`src/sv/qihp_pkg.sv`:
```
// Shared types and constants for the QUIC invariant header parser.
package qihp_pkg;

    // Default ceiling on a connection id length
    localparam int MAX_ID_LEN_DEF = 20;

    // Reset value of the short-header id length register
    localparam logic [4:0] LOCAL_LEN_RESET = 5'd8;

    // Result queue depth; one input byte can push two results
    localparam int FIFO_DEPTH = 4;
    localparam int FIFO_PTR_W = $clog2(FIFO_DEPTH);
    localparam int FIFO_CNT_W = $clog2(FIFO_DEPTH + 1);

    // Saturation point of the header byte count
    localparam logic [5:0] HDR_LEN_MAX = 6'd63;

    // Number of version bytes in a long header
    localparam int VERSION_BYTES = 4;

    // Header form bit of the first byte
    localparam int FORM_BIT = 7;

    // Parse phases
    typedef enum logic [2:0] {
        PH_FIRST   = 3'd0,
        PH_VERSION = 3'd1,
        PH_DLEN    = 3'd2,
        PH_DBYTES  = 3'd3,
        PH_SLEN    = 3'd4,
        PH_SBYTES  = 3'd5,
        PH_SHORT   = 3'd6,
        PH_SKIP    = 3'd7
    } phase_t;

    // Record kinds
    localparam logic [1:0] KIND_VERSION = 2'd0;
    localparam logic [1:0] KIND_DEST    = 2'd1;
    localparam logic [1:0] KIND_SOURCE  = 2'd2;
    localparam logic [1:0] KIND_SUMMARY = 2'd3;

    // Summary status codes
    localparam logic [1:0] STAT_OK        = 2'd0;
    localparam logic [1:0] STAT_TRUNCATED = 2'd1;
    localparam logic [1:0] STAT_TOO_LONG  = 2'd2;

    // One result word
    typedef struct packed {
        logic [1:0]  record_kind;
        logic [31:0] field_value;
        logic [4:0]  id_byte_index;
        logic [1:0]  parse_status;
        logic [5:0]  header_length;
        logic        is_long_header;
        logic [7:0]  first_header_byte;
        logic [4:0]  dest_id_length;
        logic [4:0]  source_id_length;
        logic        run_end;
    } result_t;

endpackage

```
`src/sv/qihp_fifo.sv`:
```
// Small result queue that takes up to two words per cycle and gives one.
module qihp_fifo
(
    input  logic                                clk,
    input  logic                                rst_n,
    input  logic [1:0]                          push_n,
    input  qihp_pkg::result_t                   wdata0,
    input  qihp_pkg::result_t                   wdata1,
    input  logic                                pop,
    output qihp_pkg::result_t                   head,
    output logic [qihp_pkg::FIFO_CNT_W-1:0]     count
);

    qihp_pkg::result_t                      mem [qihp_pkg::FIFO_DEPTH];
    logic [qihp_pkg::FIFO_PTR_W-1:0]        wptr_reg;
    logic [qihp_pkg::FIFO_PTR_W-1:0]        wptr_next;
    logic [qihp_pkg::FIFO_PTR_W-1:0]        wptr_plus1;
    logic [qihp_pkg::FIFO_PTR_W-1:0]        rptr_reg;
    logic [qihp_pkg::FIFO_PTR_W-1:0]        rptr_next;
    logic [qihp_pkg::FIFO_CNT_W-1:0]        count_reg;
    logic [qihp_pkg::FIFO_CNT_W-1:0]        count_next;

    // Advance pointers and occupancy
    always_comb
    begin
        wptr_plus1 = wptr_reg + qihp_pkg::FIFO_PTR_W'(1);
        wptr_next  = wptr_reg + qihp_pkg::FIFO_PTR_W'(push_n);
        rptr_next  = pop ? rptr_reg + qihp_pkg::FIFO_PTR_W'(1) : rptr_reg;
        count_next = count_reg + qihp_pkg::FIFO_CNT_W'(push_n)
                     - qihp_pkg::FIFO_CNT_W'(pop);
    end

    always_ff @(posedge clk or negedge rst_n)
    begin
        if (!rst_n)
        begin
            wptr_reg  <= '0;
            rptr_reg  <= '0;
            count_reg <= '0;
        end
        else
        begin
            wptr_reg  <= wptr_next;
            rptr_reg  <= rptr_next;
            count_reg <= count_next;
        end
    end

    // Store pushed words
    always_ff @(posedge clk)
    begin
        if (push_n != 2'd0)
        begin
            mem[wptr_reg] <= wdata0;
        end
        if (push_n == 2'd2)
        begin
            mem[wptr_plus1] <= wdata1;
        end
    end

    assign head  = mem[rptr_reg];
    assign count = count_reg;

    // Never overfill or pop an empty queue
    a_no_overflow: assert property (@(posedge clk) disable iff (!rst_n)
        count_reg <= qihp_pkg::FIFO_CNT_W'(qihp_pkg::FIFO_DEPTH))
        else $error("result queue overflow");

    a_no_underflow: assert property (@(posedge clk) disable iff (!rst_n)
        pop |-> (count_reg != '0))
        else $error("pop from empty result queue");

    a_count_track: assert property (@(posedge clk) disable iff (!rst_n)
        (push_n == 2'd0 && !pop) |=> $stable(count_reg))
        else $error("queue count moved without push or pop");

endmodule

```
`src/sv/quic_invariant_header_parser.sv`:
```
// Top level of the QUIC invariant header parser: byte parser and result queue.
// The parser takes one datagram byte per cycle and turns it into at most two
// result words (an id byte or version word, then possibly the header summary),
// which go into a four-word queue in the same cycle. in_stall rises only while
// the queue has fewer than two free words, so with a consumer that takes one
// word a cycle the block sustains one byte per cycle; a byte that yields both
// a record and a summary pushes two words. Results leave the queue in the
// order their bytes were accepted. The local id length register may be
// written only while no datagram is in progress.
module quic_invariant_header_parser
#(
    parameter int MAX_ID_LEN = qihp_pkg::MAX_ID_LEN_DEF
)
(
    input  logic        clk,
    input  logic        rst_n,
    // configuration
    input  logic        cfg_wr_en,
    input  logic [4:0]  cfg_wr_data,
    // byte input
    input  logic        in_valid,
    output logic        in_stall,
    input  logic [7:0]  data_byte,
    input  logic        final_byte,
    // result output
    output logic        out_valid,
    input  logic        out_stall,
    output logic [1:0]  record_kind,
    output logic [31:0] field_value,
    output logic [4:0]  id_byte_index,
    output logic [1:0]  parse_status,
    output logic [5:0]  header_length,
    output logic        is_long_header,
    output logic [7:0]  first_header_byte,
    output logic [4:0]  dest_id_length,
    output logic [4:0]  source_id_length,
    output logic        run_end
);

    localparam int LEN_W = (MAX_ID_LEN < 2) ? 1 : $clog2(MAX_ID_LEN + 1);
    localparam int CNT_W = (LEN_W < 3) ? 3 : LEN_W;

    logic [4:0]                         local_len_reg;
    qihp_pkg::phase_t                   phase_reg;
    qihp_pkg::phase_t                   phase_next;
    logic [CNT_W-1:0]                   cnt_reg;
    logic [CNT_W-1:0]                   cnt_next;
    logic [31:0]                        vers_reg;
    logic [31:0]                        vers_next;
    logic [5:0]                         cons_reg;
    logic [5:0]                         cons_next;
    logic [7:0]                         first_reg;
    logic [7:0]                         first_next;
    logic                               long_reg;
    logic                               long_next;
    logic [LEN_W-1:0]                   dlen_reg;
    logic [LEN_W-1:0]                   dlen_next;
    logic [LEN_W-1:0]                   slen_reg;
    logic [LEN_W-1:0]                   slen_next;

    logic                               accept;
    logic                               pop;
    logic [CNT_W:0]                     cnt_inc;
    logic                               byte_too_long;
    logic                               local_too_long;
    logic                               rec_valid;
    qihp_pkg::result_t                  rec;
    logic                               sum_valid;
    logic [1:0]                         sum_status;
    qihp_pkg::result_t                  sum;
    logic                               dest_done;
    logic [1:0]                         push_n;
    qihp_pkg::result_t                  wdata0;
    qihp_pkg::result_t                  wdata1;
    qihp_pkg::result_t                  head;
    logic [qihp_pkg::FIFO_CNT_W-1:0]    fifo_count;

    // Handshakes
    assign accept    = in_valid && !in_stall;
    assign pop       = out_valid && !out_stall;
    assign out_valid = (fifo_count != '0);
    assign in_stall  = (fifo_count > qihp_pkg::FIFO_CNT_W'(qihp_pkg::FIFO_DEPTH - 2));

    // Configuration register
    always_ff @(posedge clk or negedge rst_n)
    begin
        if (!rst_n)
        begin
            local_len_reg <= qihp_pkg::LOCAL_LEN_RESET;
        end
        else if (cfg_wr_en)
        begin
            local_len_reg <= cfg_wr_data;
        end
    end

    assign cnt_inc        = (CNT_W + 1)'(cnt_reg) + (CNT_W + 1)'(1);
    assign byte_too_long  = (9'(data_byte) > 9'(MAX_ID_LEN));
    assign local_too_long = (9'(local_len_reg) > 9'(MAX_ID_LEN));

    // Parse one byte: next state, id/version record and summary decision
    always_comb
    begin
        phase_next = phase_reg;
        cnt_next   = cnt_reg;
        vers_next  = vers_reg;
        cons_next  = (cons_reg < qihp_pkg::HDR_LEN_MAX) ? cons_reg + 6'd1 : cons_reg;
        first_next = first_reg;
        long_next  = long_reg;
        dlen_next  = dlen_reg;
        slen_next  = slen_reg;
        rec_valid  = 1'b0;
        rec        = '0;
        sum_valid  = 1'b0;
        sum_status = qihp_pkg::STAT_OK;

        unique case (phase_reg)
            qihp_pkg::PH_SKIP:
            begin
                cons_next = cons_reg;
                if (final_byte)
                begin
                    phase_next = qihp_pkg::PH_FIRST;
                end
            end
            qihp_pkg::PH_FIRST:
            begin
                cons_next  = 6'd1;
                first_next = data_byte;
                long_next  = data_byte[qihp_pkg::FORM_BIT];
                dlen_next  = '0;
                slen_next  = '0;
                cnt_next   = '0;
                vers_next  = '0;
                if (local_too_long)
                begin
                    sum_valid  = 1'b1;
                    sum_status = qihp_pkg::STAT_TOO_LONG;
                end
                else if (data_byte[qihp_pkg::FORM_BIT])
                begin
                    phase_next = qihp_pkg::PH_VERSION;
                end
                else
                begin
                    dlen_next = LEN_W'(local_len_reg);
                    if (local_len_reg == 5'd0)
                    begin
                        sum_valid = 1'b1;
                    end
                    else
                    begin
                        phase_next = qihp_pkg::PH_SHORT;
                    end
                end
            end
            qihp_pkg::PH_SHORT:
            begin
                rec_valid         = 1'b1;
                rec.record_kind   = qihp_pkg::KIND_DEST;
                rec.field_value   = 32'(data_byte);
                rec.id_byte_index = 5'(cnt_reg);
                cnt_next          = CNT_W'(cnt_inc);
                if (cnt_inc >= (CNT_W + 1)'(dlen_reg))
                begin
                    sum_valid = 1'b1;
                end
            end
            qihp_pkg::PH_VERSION:
            begin
                vers_next = {vers_reg[23:0], data_byte};
                cnt_next  = CNT_W'(cnt_inc);
                if (cnt_inc >= (CNT_W + 1)'(qihp_pkg::VERSION_BYTES))
                begin
                    rec_valid       = 1'b1;
                    rec.record_kind = qihp_pkg::KIND_VERSION;
                    rec.field_value = {vers_reg[23:0], data_byte};
                    cnt_next        = '0;
                    phase_next      = qihp_pkg::PH_DLEN;
                end
            end
            qihp_pkg::PH_DLEN:
            begin
                if (byte_too_long)
                begin
                    sum_valid  = 1'b1;
                    sum_status = qihp_pkg::STAT_TOO_LONG;
                end
                else
                begin
                    dlen_next  = LEN_W'(data_byte);
                    cnt_next   = '0;
                    phase_next = (data_byte == 8'd0) ? qihp_pkg::PH_SLEN
                                                     : qihp_pkg::PH_DBYTES;
                end
            end
            qihp_pkg::PH_DBYTES:
            begin
                rec_valid         = 1'b1;
                rec.record_kind   = qihp_pkg::KIND_DEST;
                rec.field_value   = 32'(data_byte);
                rec.id_byte_index = 5'(cnt_reg);
                cnt_next          = CNT_W'(cnt_inc);
                if (cnt_inc >= (CNT_W + 1)'(dlen_reg))
                begin
                    cnt_next   = '0;
                    phase_next = qihp_pkg::PH_SLEN;
                end
            end
            qihp_pkg::PH_SLEN:
            begin
                if (byte_too_long)
                begin
                    sum_valid  = 1'b1;
                    sum_status = qihp_pkg::STAT_TOO_LONG;
                end
                else
                begin
                    slen_next = LEN_W'(data_byte);
                    cnt_next  = '0;
                    if (data_byte == 8'd0)
                    begin
                        sum_valid = 1'b1;
                    end
                    else
                    begin
                        phase_next = qihp_pkg::PH_SBYTES;
                    end
                end
            end
            qihp_pkg::PH_SBYTES:
            begin
                rec_valid         = 1'b1;
                rec.record_kind   = qihp_pkg::KIND_SOURCE;
                rec.field_value   = 32'(data_byte);
                rec.id_byte_index = 5'(cnt_reg);
                cnt_next          = CNT_W'(cnt_inc);
                if (cnt_inc >= (CNT_W + 1)'(slen_reg))
                begin
                    sum_valid = 1'b1;
                end
            end
            default:
            begin
                phase_next = qihp_pkg::PH_FIRST;
            end
        endcase

        // A final byte that leaves the header open ends it as truncated
        if (phase_reg != qihp_pkg::PH_SKIP && !sum_valid && final_byte)
        begin
            sum_valid  = 1'b1;
            sum_status = qihp_pkg::STAT_TRUNCATED;
        end

        // The destination id counts as complete once parsing has moved past it
        dest_done = (sum_status == qihp_pkg::STAT_OK)
                    || (phase_next == qihp_pkg::PH_SLEN)
                    || (phase_next == qihp_pkg::PH_SBYTES);

        // Close the datagram or drop the rest of it
        if (sum_valid)
        begin
            phase_next = final_byte ? qihp_pkg::PH_FIRST : qihp_pkg::PH_SKIP;
        end
    end

    // Build the summary word from the updated header state
    always_comb
    begin
        sum                   = '0;
        sum.record_kind       = qihp_pkg::KIND_SUMMARY;
        sum.parse_status      = sum_status;
        sum.header_length     = cons_next;
        sum.is_long_header    = long_next;
        sum.first_header_byte = first_next;
        sum.dest_id_length    = dest_done ? 5'(dlen_next) : 5'd0;
        sum.source_id_length  = (sum_status == qihp_pkg::STAT_OK) ? 5'(slen_next) : 5'd0;
        sum.run_end           = 1'b1;
    end

    // Pack the words of this byte into the queue, last one flagged
    always_comb
    begin
        wdata0 = rec;
        wdata1 = sum;
        push_n = 2'd0;
        if (accept)
        begin
            if (rec_valid && sum_valid)
            begin
                push_n = 2'd2;
            end
            else if (rec_valid)
            begin
                push_n         = 2'd1;
                wdata0.run_end = 1'b1;
            end
            else if (sum_valid)
            begin
                push_n = 2'd1;
                wdata0 = sum;
            end
        end
    end

    // Header state registers
    always_ff @(posedge clk or negedge rst_n)
    begin
        if (!rst_n)
        begin
            phase_reg <= qihp_pkg::PH_FIRST;
            cnt_reg   <= '0;
            vers_reg  <= '0;
            cons_reg  <= '0;
            first_reg <= '0;
            long_reg  <= 1'b0;
            dlen_reg  <= '0;
            slen_reg  <= '0;
        end
        else if (accept)
        begin
            phase_reg <= phase_next;
            cnt_reg   <= cnt_next;
            vers_reg  <= vers_next;
            cons_reg  <= cons_next;
            first_reg <= first_next;
            long_reg  <= long_next;
            dlen_reg  <= dlen_next;
            slen_reg  <= slen_next;
        end
    end

    qihp_fifo u_fifo
    (
        .clk    (clk),
        .rst_n  (rst_n),
        .push_n (push_n),
        .wdata0 (wdata0),
        .wdata1 (wdata1),
        .pop    (pop),
        .head   (head),
        .count  (fifo_count)
    );

    // Drive the output fields from the queue head
    assign record_kind       = head.record_kind;
    assign field_value       = head.field_value;
    assign id_byte_index     = head.id_byte_index;
    assign parse_status      = head.parse_status;
    assign header_length     = head.header_length;
    assign is_long_header    = head.is_long_header;
    assign first_header_byte = head.first_header_byte;
    assign dest_id_length    = head.dest_id_length;
    assign source_id_length  = head.source_id_length;
    assign run_end           = head.run_end;

    // Skipped bytes produce nothing
    a_skip_silent: assert property (@(posedge clk) disable iff (!rst_n)
        (accept && phase_reg == qihp_pkg::PH_SKIP) |-> (push_n == 2'd0))
        else $error("word pushed for a skipped byte");

    // A final byte inside a header always closes it with a summary
    a_final_summary: assert property (@(posedge clk) disable iff (!rst_n)
        (accept && final_byte && phase_reg != qihp_pkg::PH_SKIP) |-> sum_valid)
        else $error("final byte without a summary");

    // After a summary the parser waits for a new datagram or skips
    a_after_summary: assert property (@(posedge clk) disable iff (!rst_n)
        (accept && sum_valid)
        |=> (phase_reg == qihp_pkg::PH_FIRST || phase_reg == qihp_pkg::PH_SKIP))
        else $error("parser kept parsing after a summary");

    // The short id byte count stays below the latched length
    a_short_count: assert property (@(posedge clk) disable iff (!rst_n)
        (phase_reg == qihp_pkg::PH_SHORT) |-> ((CNT_W + 1)'(cnt_reg) < (CNT_W + 1)'(dlen_reg)))
        else $error("short id byte count out of range");

endmodule

```
`config.mk`:
```
export PLATFORM = sky130hd
export DESIGN_NAME = quic_invariant_header_parser
export DESIGN_NICKNAME = d
export VERILOG_FILES = /design/src/sv/qihp_pkg.sv /design/src/sv/qihp_fifo.sv /design/src/sv/quic_invariant_header_parser.sv
export SDC_FILE = /design/constraint.sdc
export NUM_CORES = 1
export LEC_CHECK = 0
export BUFFER_PORTS_ARGS = -buffer_cell sky130_fd_sc_hd__buf_2
export CELL_PAD_IN_SITES_DETAIL_PLACEMENT = 1
export CELL_PAD_IN_SITES_GLOBAL_PLACEMENT = 2
export CORE_MARGIN = 4
export CORE_UTILIZATION = 42
export CTS_CLUSTER_DIAMETER = 150
export DETAILED_ROUTE_END_ITERATION = 10
export PLACE_DENSITY_LB_ADDON = 0.15
export REMOVE_ABC_BUFFERS = 1
export SYNTH_ARGS = -nofsm -noshare
export SYNTH_HDL_FRONTEND = slang
export SYNTH_SLANG_ARGS = --single-unit
export TNS_END_PERCENT = 30
```
`constraint.sdc`:
```
create_clock -name clk -period 6.2 [get_ports clk]
set_clock_uncertainty 0.05 [all_clocks]
set_input_delay 0.62 -clock clk [delete_from_list [all_inputs] [get_ports clk]]
set_output_delay 0.62 -clock clk [all_outputs]
set_load 0.02 [all_outputs]
```
==> results of run 1 <==
path summary, 6_finish.rpt:
kind,depth (start not counted),endpoint,startpoint,slack (ps)
hold / removal,1,cons_reg[5],rst_n,40
min in group clk,2,local_len_reg[3],cfg_wr_data[3],290
hold reg to reg,1,u_fifo.mem[0][29],u_fifo.mem[0][29],420
max in group asynchronous,2,phase_reg[0],rst_n,5100
setup / recovery,16,u_fifo.mem[2][65],cnt_reg[0],1130
setup reg to reg,16,u_fifo.mem[2][65],cnt_reg[0],1130
placed cells by master, fill, tap and decap left out, drive strengths merged, types with 18 or more instances in the layout:
cell | Yosys | layout
ha | 18 | 18
edfxtp | 108 | 108
mux4 | 67 | 67
nor3 | 41 | 41
a22o | 140 | 140
clkbuf | 71 | 55
dfrtp | 68 | 68
buf | 26 | 120
dfxtp | 160 | 160
nor2 | 124 | 124
a32o | 20 | 20
a21oi | 29 | 29
nand2 | 107 | 107
o21ai | 76 | 76
inv | 31 | 32
worst max-delay path: stages (launching register included):
cell and delay [ps]:
dfrtp_1 570, ha_1 300, nand3_1 150, xnor2_1 250
ha_1 280, a22oi_1 220, o211ai_1 210, a311oi_1 490
a21oi_4 200, ha_1 430, nor2_1 140, nor2_1 70
and2_1 210, o21ai_4 650, inv_1 100, buf_4 300
o22a_1 260
cells in the mapped netlist, types with 6 or more instances:
cell type / instances / area [sq um]
mux4_2: 67 / 1510
xnor2_1: 6 / 52.6
o22a_1: 9 / 78.8
edfxtp_1: 108 / 3240
nand3_1: 13 / 65.1
nand2b_1: 7 / 43.8
a31oi_1: 6 / 37.5
nor2_1: 124 / 465
buf_2: 14 / 70.1
ha_1: 18 / 225
nor3_1: 31 / 155
buf_1: 11 / 41.3
nand2_1: 107 / 402
o21ai_0: 71 / 355
nor3_2: 10 / 100
inv_1: 31 / 116
a21o_1: 7 / 52.6
and2_1: 9 / 56.3
a32o_1: 20 / 200
clkbuf_1: 71 / 267
dfxtp_1: 160 / 3200
mux2i_1: 7 / 70.1
a22o_1: 140 / 1230
a21oi_1: 26 / 130
dfrtp_1: 68 / 1700
layer usage:
metal	up-vias	GRT usage	part of all wire	wire length (microns)
met5	-	0	0	0
li1	4810	-	-	-
met4	0	0.0520	0.018	768
met3	48	0.0319	0.034	1440
met1	5615	0.316	0.46	19700
met2	182	0.370	0.48	20600
per-stage QoR:
| stage | util | setup WS, ps | cell area, sq um | total power, mW |
|---|---|---|---|---|
| after floorplan | - | -873 | 14300 | 4.77 |
| after global placement | 0.453 | 1300 | 15700 | 5.70 |
| after detailed placement | 0.453 | 1170 | 15700 | 5.76 |
| after CTS | 0.489 | 1140 | 16900 | 8.04 |
| after global routing | 0.489 | 635 | 16900 | 8.41 |
| final | 0.489 | 1130 | 16900 | 7.93 |
cells by family after synthesis:
logic type               after synthesis  synth area share
AND/OR/NAND/NOR                      325            0.0988
AO/OA/AOI/OAI                        341             0.179
adder cells (fa/ha/maj)               19            0.0167
multiplexers                          79             0.111
buffers and inverters                128            0.0344
XOR/XNOR                               8           0.00476
flip-flops                           337             0.555
power groups by stage:
stage / sequential, mW / combinational (mW) / clock [mW]
global route: 3.15 / 2.86 / 2.40
detailed placement: 3.13 / 2.63 / 0
finish: 3.08 / 2.60 / 2.25
global placement: 3.11 / 2.59 / 0
floorplan: 3.06 / 1.71 / 0
CTS: 3.09 / 2.64 / 2.30
area by class of cell:
type	count	area, sq um
inverter	31	116
clock buffer	55	1110
sequential	337	8180
tap	455	569
timing repair buffer	120	698
clock inverter	17	149
multi-input combinational	772	6080
fill	3654	17600
==> metrics.md, run 1 <==
| Metric | Value |
|---|---|
| WP data arrival | `5430 ps` |
| Detailed placer's ending HPWL | `26600 microns` |
| Final Max Slew Viols | `0` |
| Ratio of cells with drive above 1 in the final layout | `0.215` |
| Number of synthesized flops with an enable pin | `108` |
| Tmin final | `5070 ps` |
| Initial core utilization | `0.426` |
| Per-cell routed wire length | `23.8 microns` |
| Share of flip-flops with an asynchronous set or reset | `0.205` |
| CP Max Fanout | `29` |
| Die Wd | `195 microns` |
| Kind of critical path | `reg2reg` |
| DRC errors left | `0` |
| Post-Syn Area per Cell | `11.9 sq um` |
| Largest net degree at the start of global routing | `64` |
| Post-DRT Antenna Nets | `0` |
| CTS buffer count | `39` |
| Final wirelength | `42600 microns` |
| Switching Share | `0.373` |
| Vias per cell | `5.96` |
| Critical Path RT | `6570 ps` |
| CP Capture Type | `flop` |
| Initial antenna violation count | `0` |
| Fin crit share | `0.818` |
| Final Hold Viols | `0` |
| Area of the core | `34500 sq um` |
| Switching pwr | `2.96 mW` |
| Worst vdd ir | `0.380 mV` |
| Resized cells post-CTS | `0` |
| PwrDens | `469 nW/um^2` |
| Synth Flop Type | `dfxtp_1` |
| Max reg flops | `268` |
| Vias in the first global route | `11511` |
| Num rows | `68` |
| Clock Sinks | `337` |
| Post-synthesis sequential area ratio | `0.555` |
| Hold crit path type | `in2async` |
| Cts hold-fix bufs | `0` |
| CTS tree | `done` |
| Max_cap viols | `0` |
| Ant diodes | `0` |
| Setup crit start kind | `flop` |
| Via count | `10655` |
| Min Hold Slack | `36.1 ps` |
| Synth Cell Area | `14700 sq um` |
| Synthesis-stage register bit count | `337` |
| Area growth syn-to-layout | `14.9%` |
| First-pass GRT wire length | `68100 microns` |
| Slew margin rel. | `0.329` |
| Setup TNS | `0 ps` |
| Die height | `195 microns` |
| Clock share of power | `0.283` |
| Cell count after synthesis | `1237` |
| H-tree Lvls | `2` |
| LEAKAGE | `6.40 nW` |
| Outcome | `finished clean` |
| Worst-Margin Slew | `1010 ps` |
| Flop pwr share | `0.389` |
| Clock edge transition at the registers on the reported setup and hold paths | `60 ps` |
| Clk_lat worst skew | `540 ps` |
| Setup violators final | `0` |
| Comb power frac | `0.328` |
| GRT overflow | `0` |
| Internal | `4.97 mW` |
| Drt initial violations | `583` |
| Yosys warnings | `0` |
| Post-CTS setup repair buffer count | `0` |
| DRT Pass-1 Iters | `5` |
| Max clock buf depth | `3` |
| Final #Nets | `1339` |
| RSZ-0062 raised after global routing | `no` |
| Number of distinct library cells after synthesis | `73` |
| I/O Pins | `88` |
| IO buf count | `87` |
| F_max | `197 MHz` |
| Placed Cells | `1715` |
| Root buffer cell | `clkbuf_16` |
| Final GP Congestion | `0.814` |
| All-Layer GR Usage | `0.224` |
| Die Footprint | `38100 sq um` |
| Final cell count without fillers | `1787` |
Power figures use the tool's default switching activity.
==> inputs of run 2 (changes only) <==
- ABC_AREA: unset -> 1
- CORE_UTILIZATION: 42 -> 38
- clock period: 6.2 -> 5.2 ns (I/O delays scaled with it)
==> metrics.md, run 2 <==
| Metric | Value |
|---|---|
| Tmin final | `4460 ps` |
| Synth top area cells | `edfxtp_1 22%, dfxtp_1 22%, dfrtp_1 11%` |
| Final Hold Viols | `0` |
| Worst vdd ir | `0.289 mV` |
| Fin crit share | `0.858` |
| Clock Sinks | `337` |
| Clk_lat worst skew | `550 ps` |
| Die height | `206 microns` |
| RR Startpoint | `cnt_reg[0]` |
| Post-synthesis sequential area ratio | `0.550` |
| Initial antenna violation count | `0` |
| Max incr delay on CP | `590 ps` |
| Synth Flop Type | `dfxtp_1` |
| Setup violators final | `0` |
| DRT Pass-1 Iters | `5` |
| Number of synthesized flops with an enable pin | `108` |
| Post-DRT Antenna Nets | `0` |
| First-pass GRT wire length | `76900 microns` |
| Share of flip-flops with an asynchronous set or reset | `0.205` |
| CP top delay family | `buffers and inverters` |
| Die Wd | `206 microns` |
| CP bufs+invs | `3` |
| FF-to-FF setup slack | `740 ps` |
| Commonest cells in the netlist | `322 x o21ai_0, 292 x nand2_1, 177 x nor2_1` |
| CP Capture Type | `flop` |
| Post-CTS setup repair buffer count | `0` |
| IO buf count | `87` |
| Outcome | `finished clean` |
| Area growth syn-to-layout | `13.9%` |
| Number of distinct library cells after synthesis | `46` |
| Ratio of cells with drive above 1 in the final layout | `0.120` |
| Root buffer cell | `clkbuf_16` |
| F_max | `224 MHz` |
| Initial core utilization | `0.384` |
| Chain of cells forming the critical path | `ha_1 > nand3_1 > xor2_1 > ha_1 > nand2_1 > nand2_1 > nor2_1 > nand2_1 > a21oi_2 > nand4_4 > ha_1 > o21ai_2 > inv_2 > nand2_1 > nand2_1 > inv_1 > buf_4 > nand2_1 > o21ai_0` |
| Max_cap viols | `0` |
| Post-route worst setup slack | `740 ps` |
| Vias per cell | `5.46` |
| Most common cell in the netlist | `o21ai_0` |
| Final #Nets | `1811` |
| Most frequent cells in the layout | `322 x o21ai_0, 290 x nand2_1, 177 x nor2_1` |
| Final GP Congestion | `0.902` |
| Setup crit start | `cnt_reg[0]` |
| Die Footprint | `42300 sq um` |
| Final Max Slew Viols | `0` |
| Num rows | `72` |
| Placement Setup Slack | `786 ps` |
| Detailed placer's ending HPWL | `29600 microns` |
| GRT overflow | `0` |
| Total of fill cells in the finished design | `4566` |
| R2r endpoint | `u_fifo.mem[1][41]` |
| RSZ-0062 raised after global routing | `no` |
| Critical Path RT | `5610 ps` |
| DRC errors left | `0` |
| Yosys top cell area share | `0.218` |
| Ant diodes | `0` |
| Largest net degree at the start of global routing | `84` |
| CTS buffer count | `39` |
| Synth Cell Area | `14900 sq um` |
| CP max stage cell | `inv_1` |
| Slew margin rel. | `0.311` |
| I/O Pins | `88` |
| Most used cell, CP | `nand2_1` |
| Yosys warnings | `0` |
| Final wirelength | `48800 microns` |
| Hold crit path type | `in2async` |
| Dominant cell type by area after synthesis | `edfxtp_1` |
| Synthesis-stage register bit count | `337` |
| Area of the core | `38600 sq um` |
| All-Layer GR Usage | `0.233` |
| Drt initial violations | `722` |
| Max reg flops | `268` |
| WP data arrival | `4870 ps` |
| Setup crit start kind | `flop` |
| Setup crit end | `u_fifo.mem[1][41]` |
| Vias in the first global route | `13175` |
| Cts hold-fix bufs | `0` |
| Commonest non-fill, non-tap cell in the layout | `o21ai_0` |
| Via count | `12676` |
| Per-cell routed wire length | `21.0 microns` |
| Post-Syn Area per Cell | `8.58 sq um` |
| Clock edge transition at the registers on the reported setup and hold paths | `60 ps` |
| Dpl cell area | `15700 sq um` |
| CTS tree | `done` |
| H-tree Lvls | `2` |
| Resized cells post-CTS | `0` |
| Fin area | `16900 sq um` |
| Max clock buf depth | `3` |
| PwrDens | `689 nW/um^2` |
| Kind of critical path | `reg2reg` |
| Worst-Margin Slew | `1030 ps` |
| LEAKAGE | `6.56 nW` |
| Register-to-Register Path Depth | `19` |
| Cell count after synthesis | `1731` |
| Crit. path cell count | `19` |
| CP Max Fanout | `21` |
## run 2: cell types whose count changed in the layout (fill, tap and decap cells not counted), moves of 20 or more
cell     before  now
a22o_1      140    0
mux4_2       67    0
o22ai_1       1   91
a21oi_1      26  110
nand2_1     106  290
nor2_1      120  177
a32o_1       20    0
nand3_1      12   74
inv_1        30   97
o21ai_0      68  322
nor3_1       31    8
## run 2: logic make-up after synthesis
| logic type | after synthesis | share of synthesized area |
|---|---|---|
| XOR/XNOR | 11 | 0.00649 |
| AO/OA/AOI/OAI | 555 | 0.198 |
| adder cells (fa/ha/maj) | 19 | 0.0165 |
| AND/OR/NAND/NOR | 580 | 0.165 |
| buffers and inverters | 226 | 0.0612 |
| multiplexers | 3 | 0.00227 |
| flip-flops | 337 | 0.550 |
## run 2: layer usage
metal | part of all wire | wire length (microns) | up-vias | track usage
met5 | 0 | 0 | - | 0
met2 | 0.48 | 23500 | 216 | 0.396
li1 | - | - | 6009 | -
met1 | 0.46 | 22600 | 6391 | 0.316
met3 | 0.039 | 1900 | 60 | 0.0358
met4 | 0.017 | 842 | 0 | 0.0519
## run 2: layout make-up
cell class	count	area, sq um	share of cell area
tap	518	648	0.0383
clock inverter	12	82.6	0.00488
clock buffer	59	1130	0.0670
sequential	337	8180	0.484
multi-input combinational	1168	5780	0.342
timing repair buffer	117	676	0.0399
inverter	110	414	0.0245
## run 2: power breakdown
part | internal [mW] | switching, mW | leakage, nW
Combinational | 1.47 | 3.59 | 2.78
Clock | 1.55 | 1.09 | 0.595
Sequential | 3.52 | 0.443 | 3.19
Total | 6.54 | 5.12 | 6.56
## run 2: worst min path at each step
stage / end / cells past startpoint / slack (ps)
2_1_floorplan: cnt_reg[0] / 0 / 170
3_3_place_gp: u_fifo.mem[1][37] / 2 / 380
3_5_place_dp: u_fifo.mem[2][0] / 2 / 390
4_1_cts: local_len_reg[2] / 3 / 110
5_1_grt: local_len_reg[2] / 3 / 120
6_report: cons_reg[1] / 1 / 90
## run 2: metrics by stage
| step | util | std cells | TNS [ps] | hold slack, ps | total power, mW |
|---|---|---|---|---|---|
| finish | 0.438 | 2321 | 0 | 88.9 | 11.7 |
| global route | 0.438 | 2321 | 0 | 122 | 12.5 |
| CTS | 0.438 | 2321 | 0 | 107 | 11.8 |
| detailed placement | 0.406 | 2250 | 0 | 389 | 9.11 |
| global placement | 0.406 | 2250 | 0 | 383 | 9.01 |
| floorplan | - | 1615 | -54950 | 174 | 7.18 |
